--- src/rtl/core/foc_vm_pkg.sv ---
// ----------------------------------------------------------------------------
// FOC voltage modulator package
// Shared field widths, fixed-point formats and transaction payload types.
// ----------------------------------------------------------------------------
`default_nettype none

package foc_vm_pkg;

   // Angle is a turn fraction; sine values are Q(SINE_FRAC_BITS).
   localparam int ANGLE_BITS     = 16;
   localparam int SINE_FRAC_BITS = 15;
   localparam int SINE_W         = SINE_FRAC_BITS + 2;
   localparam int SINE_LAT       = 7;

   localparam int CMD_W    = 16;
   localparam int ANG_IN_W = 16;
   localparam int VOLT_W   = 15;
   localparam int PERIOD_W = 16;
   localparam int CSR_W    = 16;
   localparam int CSR_IDX_W = 3;

   localparam logic [CSR_IDX_W-1:0] CSR_SUPPLY_VOLTAGE = 3'd0;
   localparam logic [CSR_IDX_W-1:0] CSR_VOLTAGE_LIMIT  = 3'd1;
   localparam logic [CSR_IDX_W-1:0] CSR_PWM_PERIOD     = 3'd2;
   localparam logic [CSR_IDX_W-1:0] CSR_ZERO_ANGLE     = 3'd3;
   localparam logic [CSR_IDX_W-1:0] CSR_CLAMP_COMMAND  = 3'd4;

   // Doubled command, Q7.9.
   localparam int UQ2_W = CMD_W + 1;
   // Park products and the Q16 sqrt(3) scaled product.
   localparam int PROD_W = UQ2_W + SINE_W + 1;
   localparam int PH_W   = SINE_FRAC_BITS + 40;
   localparam int SQRT3_Q16 = 113512;

   // Duty divider: dividend is phase voltage times period.
   localparam int DIV_N_W     = VOLT_W + PERIOD_W;
   localparam int DIV_Q_W     = PERIOD_W;
   localparam int DIV_STEPS   = 2;
   localparam int DIV_STAGES  = DIV_Q_W / DIV_STEPS;

   typedef struct packed {
      logic signed [CMD_W-1:0] uq_command;
      logic [ANG_IN_W-1:0]     electric_angle;
   } req_payload_type;

   typedef struct packed {
      logic [PERIOD_W-1:0] width_a;
      logic [PERIOD_W-1:0] width_b;
      logic [PERIOD_W-1:0] width_c;
   } rsp_payload_type;

endpackage

`default_nettype wire

--- src/rtl/core/foc_vm_divider.sv ---
// ----------------------------------------------------------------------------
// FOC voltage modulator duty divider
// Pipelined restoring divider, two quotient bits per stage.
// ----------------------------------------------------------------------------
`default_nettype none

module foc_vm_divider (
   input  wire logic                               clock,
   input  wire logic                               reset,
   input  wire logic                               enable,
   input  wire logic                               in_valid,
   input  wire logic [foc_vm_pkg::DIV_N_W-1:0]     dividend,
   input  wire logic [foc_vm_pkg::VOLT_W-1:0]      divisor,
   output logic                                    out_valid,
   output logic [foc_vm_pkg::DIV_Q_W-1:0]          quotient
);

   localparam int NW = foc_vm_pkg::DIV_N_W;
   localparam int QW = foc_vm_pkg::DIV_Q_W;
   localparam int NS = foc_vm_pkg::DIV_STAGES;
   localparam int SP = foc_vm_pkg::DIV_STEPS;

   logic [NW-1:0] rem_ff [NS];
   logic [QW-1:0] quo_ff [NS];
   logic [NS-1:0] valid_ff;

   for (genvar k = 0; k < NS; k++) begin : g_stage
      logic [NW-1:0] rem_src, rem_in;
      logic [QW-1:0] quo_src, quo_in;
      logic          valid_src;

      if (k == 0) begin : g_first
         assign rem_src   = dividend;
         assign quo_src   = '0;
         assign valid_src = in_valid;
      end else begin : g_next
         assign rem_src   = rem_ff[k-1];
         assign quo_src   = quo_ff[k-1];
         assign valid_src = valid_ff[k-1];
      end

      always_comb begin
         logic [NW-1:0] d;
         rem_in = rem_src;
         quo_in = quo_src;
         for (int j = 0; j < SP; j++) begin
            d = NW'(divisor) << (QW - 1 - SP*k - j);
            if (rem_in >= d) begin
               rem_in = rem_in - d;
               quo_in[QW - 1 - SP*k - j] = 1'b1;
            end
         end
      end

      always_ff @(posedge clock) begin
         if (reset) begin
            valid_ff[k] <= 1'b0;
         end else if (enable) begin
            valid_ff[k] <= valid_src;
         end
      end

      always_ff @(posedge clock) begin
         if (enable) begin
            rem_ff[k] <= rem_in;
            quo_ff[k] <= quo_in;
         end
      end
   end

   assign out_valid = valid_ff[NS-1];
   assign quotient  = quo_ff[NS-1];

endmodule

`default_nettype wire

--- config.mk ---
export PLATFORM = sky130hd
export DESIGN_NAME = foc_vm_divider
export DESIGN_NICKNAME = d
export VERILOG_FILES = /design/src/rtl/core/foc_vm_pkg.sv /design/src/rtl/core/foc_vm_divider.sv
export SDC_FILE = /design/constraint.sdc
export NUM_CORES = 1
export LEC_CHECK = 0
export ABC_CLOCK_PERIOD_IN_PS = 9900
export BUFFER_PORTS_ARGS = -buffer_cell sky130_fd_sc_hd__buf_2
export CAP_MARGIN = 20
export CORE_AREA = 2 2 192 194
export CTS_BUF_LIST = sky130_fd_sc_hd__clkbuf_8 sky130_fd_sc_hd__clkbuf_16
export CTS_CLUSTER_DIAMETER = 60
export CTS_CLUSTER_SIZE = 16
export DETAILED_ROUTE_END_ITERATION = 16
export DIE_AREA = 0 0 194 196
export PLACE_DENSITY = 0.95
export SLEW_MARGIN = 20
export SYNTH_ARGS = -nofsm -noshare
export SYNTH_HDL_FRONTEND = slang
export SYNTH_SLANG_ARGS = --single-unit
--- constraint.sdc ---
create_clock -name clock -period 9.9 [get_ports clock]
set_clock_uncertainty 0.05 [all_clocks]
set_input_delay 0.99 -clock clock [delete_from_list [all_inputs] [get_ports clock]]
set_output_delay 0.99 -clock clock [all_outputs]
set_load 0.03 [all_outputs]
==> summary by stage <==
Run status
The flow ran to the end, and the final reports show no timing, DRC or antenna violations.

Drt
The residual antenna-violating net count after detailed routing is 0. The number of iterations in the first detailed-routing pass is 6. The average wire length per cell after detail routing is 20.7 um. In this run, the number of DRC markers left after iteration 0 of detailed routing was 2035. Detailed routing placed a total of around 5.0 mm of wire on met3. After detailed routing, the met2 layer carries 32.0 mm of wire. For this block, wires on met1 add up to 25.3 mm. The top routing layer in use is met4. The total wire length is 66.5 mm.

The DRC violations left is 0. The detailed-route vias per instance is 6.69. The count of vias placed by the detailed router is 21481.

Critical path
The signal arrival time at the worst endpoint is 8270 ps. On the critical path the largest part of the delay comes from compound AO/OA/AOI/OAI gates. The maximum fanout along the worst path is 17.

The signal on the critical path passes through buf_2 -> inv_1 -> buf_4 -> fa_1 -> a21o_1 -> a21oi_1 -> o21ai_1 -> a21oi_1 -> a21oi_1 -> o21a_1 -> a2111oi_2 -> mux2i_1 -> ha_1 -> nor2b_1 -> o21ai_0 -> a21oi_1 -> o21a_1 -> o21ai_0 -> a21oi_1 -> nor3_1 -> o211ai_1 -> nand2_1 -> and4_1 -> mux2_2. The highest-delay cell along the critical path is sky130_fd_sc_hd__a2111oi_2. The largest stage delay on the critical path is 970 ps. STA classifies the critical path startpoint as an input pin. The required time of the worst setup path is 10210 ps. Counting both buffers and inverters, the worst setup path holds a total of 3. The kind of critical path is in2reg.

The sort of element at the end of the critical path is a register. The critical path's most frequent cell is sky130_fd_sc_hd__a21oi_1.

Final layout
After the last flow step, the layout net total stands at 3027. The antenna cell count is 0. The final-layout fill cell count is 2436. The library cells used most frequently in the layout, excluding fill and tap cells, are sky130_fd_sc_hd__edfxtp_1, sky130_fd_sc_hd__ha_1, sky130_fd_sc_hd__nor2_1, sky130_fd_sc_hd__a21oi_1, sky130_fd_sc_hd__nand2_1. Summing all non-filler instances in the final layout gives an area of 0.0269 mm^2.

The fraction of final layout cells with drive strength greater than 1 is 10.1%. Once layout is complete, the utilization of the core stands at between 70% and 80%. Relative to the synthesized area, the layout overhead comes to 7.73%. Leaving out fill and tap cells, the most frequent cell in the layout is sky130_fd_sc_hd__edfxtp_1.

The final standard cell count with taps included and fillers excluded is 3212.

Floorplanning
The number of standard-cell rows in the floorplan is 70. The area of the core is ~0.036 mm^2. The initial utilization of the core area, before any placement, comes to approximately 69%. The die area is 0.0380 mm^2. The die is 196 um tall. The chip width is roughly 190 um. 67 I/O pins were placed.

Global route
Entering global routing, the biggest net connects 86 pins. The first global-routing pass estimated 106 mm of wire. The number of global-route vias before repair is 21202. Across every metal layer, demand over resource in global routing totals 34.3%. The number of antenna violations at the first check in global routing came to 0. After global routing the overflow that remains totals 0.

Clock network
Post-CTS timing repair inserted 0 buffers for setup. Clock tree synthesis found a total of 297 sinks. The number of resized instances in the post-cts repair step is 0. The number of buffers inserted by hold repair at cts is 0. The clock tree from TritonCTS is yes. The longest clock path from root to sink contains 3 buffers.

The later pin in the worst-skew pair is clocked with a latency of ~600 ps. The TritonCTS buffer count is 31. After clock tree synthesis, the clock-pin slew on the worst setup and hold paths is 70 ps. CTS built an H-tree with a depth of 1. The library cell used as clock root buffer is sky130_fd_sc_hd__clkbuf_16.

Synthesis
In this run the mean area of a mapped cell was 9.42 um^2. The number of nets in the synthesized netlist is between 2000 and 3000. The most used flip-flop cell after synthesis is sky130_fd_sc_hd__edfxtp_1. In this run, synthesis inferred between 200 and 300 flip-flops with an integrated enable.

The synthesized netlist cell count is around 2700. The count of unique library cells instantiated by Yosys is 86. Yosys printed 0 warnings.

Synthesis inferred 297 register bits. Summing every instance area after synthesis gives 0.0250 mm^2. In the synthesized netlist the async set-or-reset flop fraction comes to 0%.

Sequential elements use 35.4% of the synthesized area.

Timing
The final hold violation count was 0. The number of setup violations in the final report is 0. At the pin with the least slew margin, the transition time is approximately 1100 ps. The post-route setup TNS is 0 ps. The final max-slew violation count is 0. The final critical path time including I/O delays and setup is 7960 ps. In the finished design, the share of the clock period the worst path needs comes to 80.4%.

Headroom to the max-slew limit came out at 27.0%. For this run, the top clock speed supported by timing is 126 MHz. Setup repair after global routing left no endpoint under its margin. Hold timing on the final database bottoms out at a slack of 367 ps.

Setup slack closes at 1940 ps.

Power
The proportion of power drawn by flip-flops and latches is 23.9%. The leakage dissipation is 10.6 nW. For this design the ratio of total power to cell area is 361 mW/mm^2. Internal power comes to around 5.3 mW. The highest ir drop seen on vdd is 0.248 mV.

The power share of the combinational group is between 60 and 70%. Net switching is 45.1% of the power. Summed over all nets, the switching power comes to 4.39 mW. The fraction of power consumed by the clock network is between 10% and 20%.

The completed layout was analyzed and its total power is ~9.7 mW.

Flow run
Across the run, the number of max-cap violations was 0.

Placed design
After detailed placement, the design holds a cell count of 3157. The worst slack after detailed placement is approximately 1400 ps. The placed instances occupy a cell area of 0.0259 mm^2. In this run the tool buffered the top-level ports with 66 buffer cells. Once detailed placement completed, the half-perimeter wirelength came to 49.2 mm.

At the end of routability-driven placement, the weighted congestion stood at between 0.9 and 1.

Hold path
The type of the worst min-delay path is reg2reg.
[logic make-up after synthesis]
kind of cell	after synthesis	share of synthesized area, %
AND/OR/NAND/NOR	878	17.9
AO/OA/AOI/OAI	704	17.9
flip-flops	297	35.4
adder cells (fa/ha/maj)	255	13.2
XOR/XNOR	230	8.07
buffers and inverters	181	2.87
multiplexers	105	4.60
[Yosys cell counts, drive strengths merged, types with 27 or more instances]
library cell  instances  area share, %
a21o                 81            2.4
a21oi               213            4.3
clkbuf               30           0.45
edfxtp              289             35
ha                  240             12
inv                 127            1.9
mux2                 78            3.5
mux2i                27            1.1
nand2               209            3.1
nand2b               48            1.2
nand3                54            1.1
nand4                52            1.4
nor2                225            3.4
nor2b                43            1.1
nor3                 60            1.2
nor4                 41            1.2
o21a                 32           0.96
o21ai               168            3.4
xnor2               155            5.4
xor2                 75            2.6
[layout make-up]
class,count,area (um^2),area share [%]
clock buffers,31,776,2.89
clock inverters,24,226,0.842
inverters,127,477,1.77
multi-input cells,2172,15400,57.4
flip-flops and latches,297,8840,32.9
well taps,468,586,2.18
repair buffers,93,543,2.02
[registers in the layout, summed over array words and instances, names as in the netlist]
name / cells
g_stage.valid_src: 7
quo_ff: 72
rem_ff: 217
out_valid: 1
[layer usage]
layer | track usage, % | vias to the layer above
met5 | 0 | -
met4 | 20.0 | 0
met3 | 5.47 | 309
met2 | 59.2 | 951
met1 | 40.8 | 10131
li1 | - | 10090
[worst paths after layout]
path / slack, ps / endpoint / cells after the start / start
worst min register to register: 370 / quo_ff[1][39]$_DFFE_PP_ / 0 / quo_ff[1][23]$_DFFE_PP_
worst max register to register: 2720 / rem_ff[5][7]$_DFFE_PP_ / 23 / rem_ff[4][5]$_DFFE_PP_
worst max-delay path: 1940 / rem_ff[0][17]$_DFFE_PP_ / 24 / divisor[1]
worst min-delay path: 370 / quo_ff[1][39]$_DFFE_PP_ / 0 / quo_ff[1][23]$_DFFE_PP_
[power by group through the flow]
stage	logic, mW	registers (mW)	clock network (mW)
finish	6.23	2.32	1.17
global route	6.86	2.35	1.23
CTS	6.11	2.31	1.18
detailed placement	6.03	2.33	0
global placement	5.75	2.32	0
floorplan	4.84	2.19	0
Power figures use the tool's default switching activity.
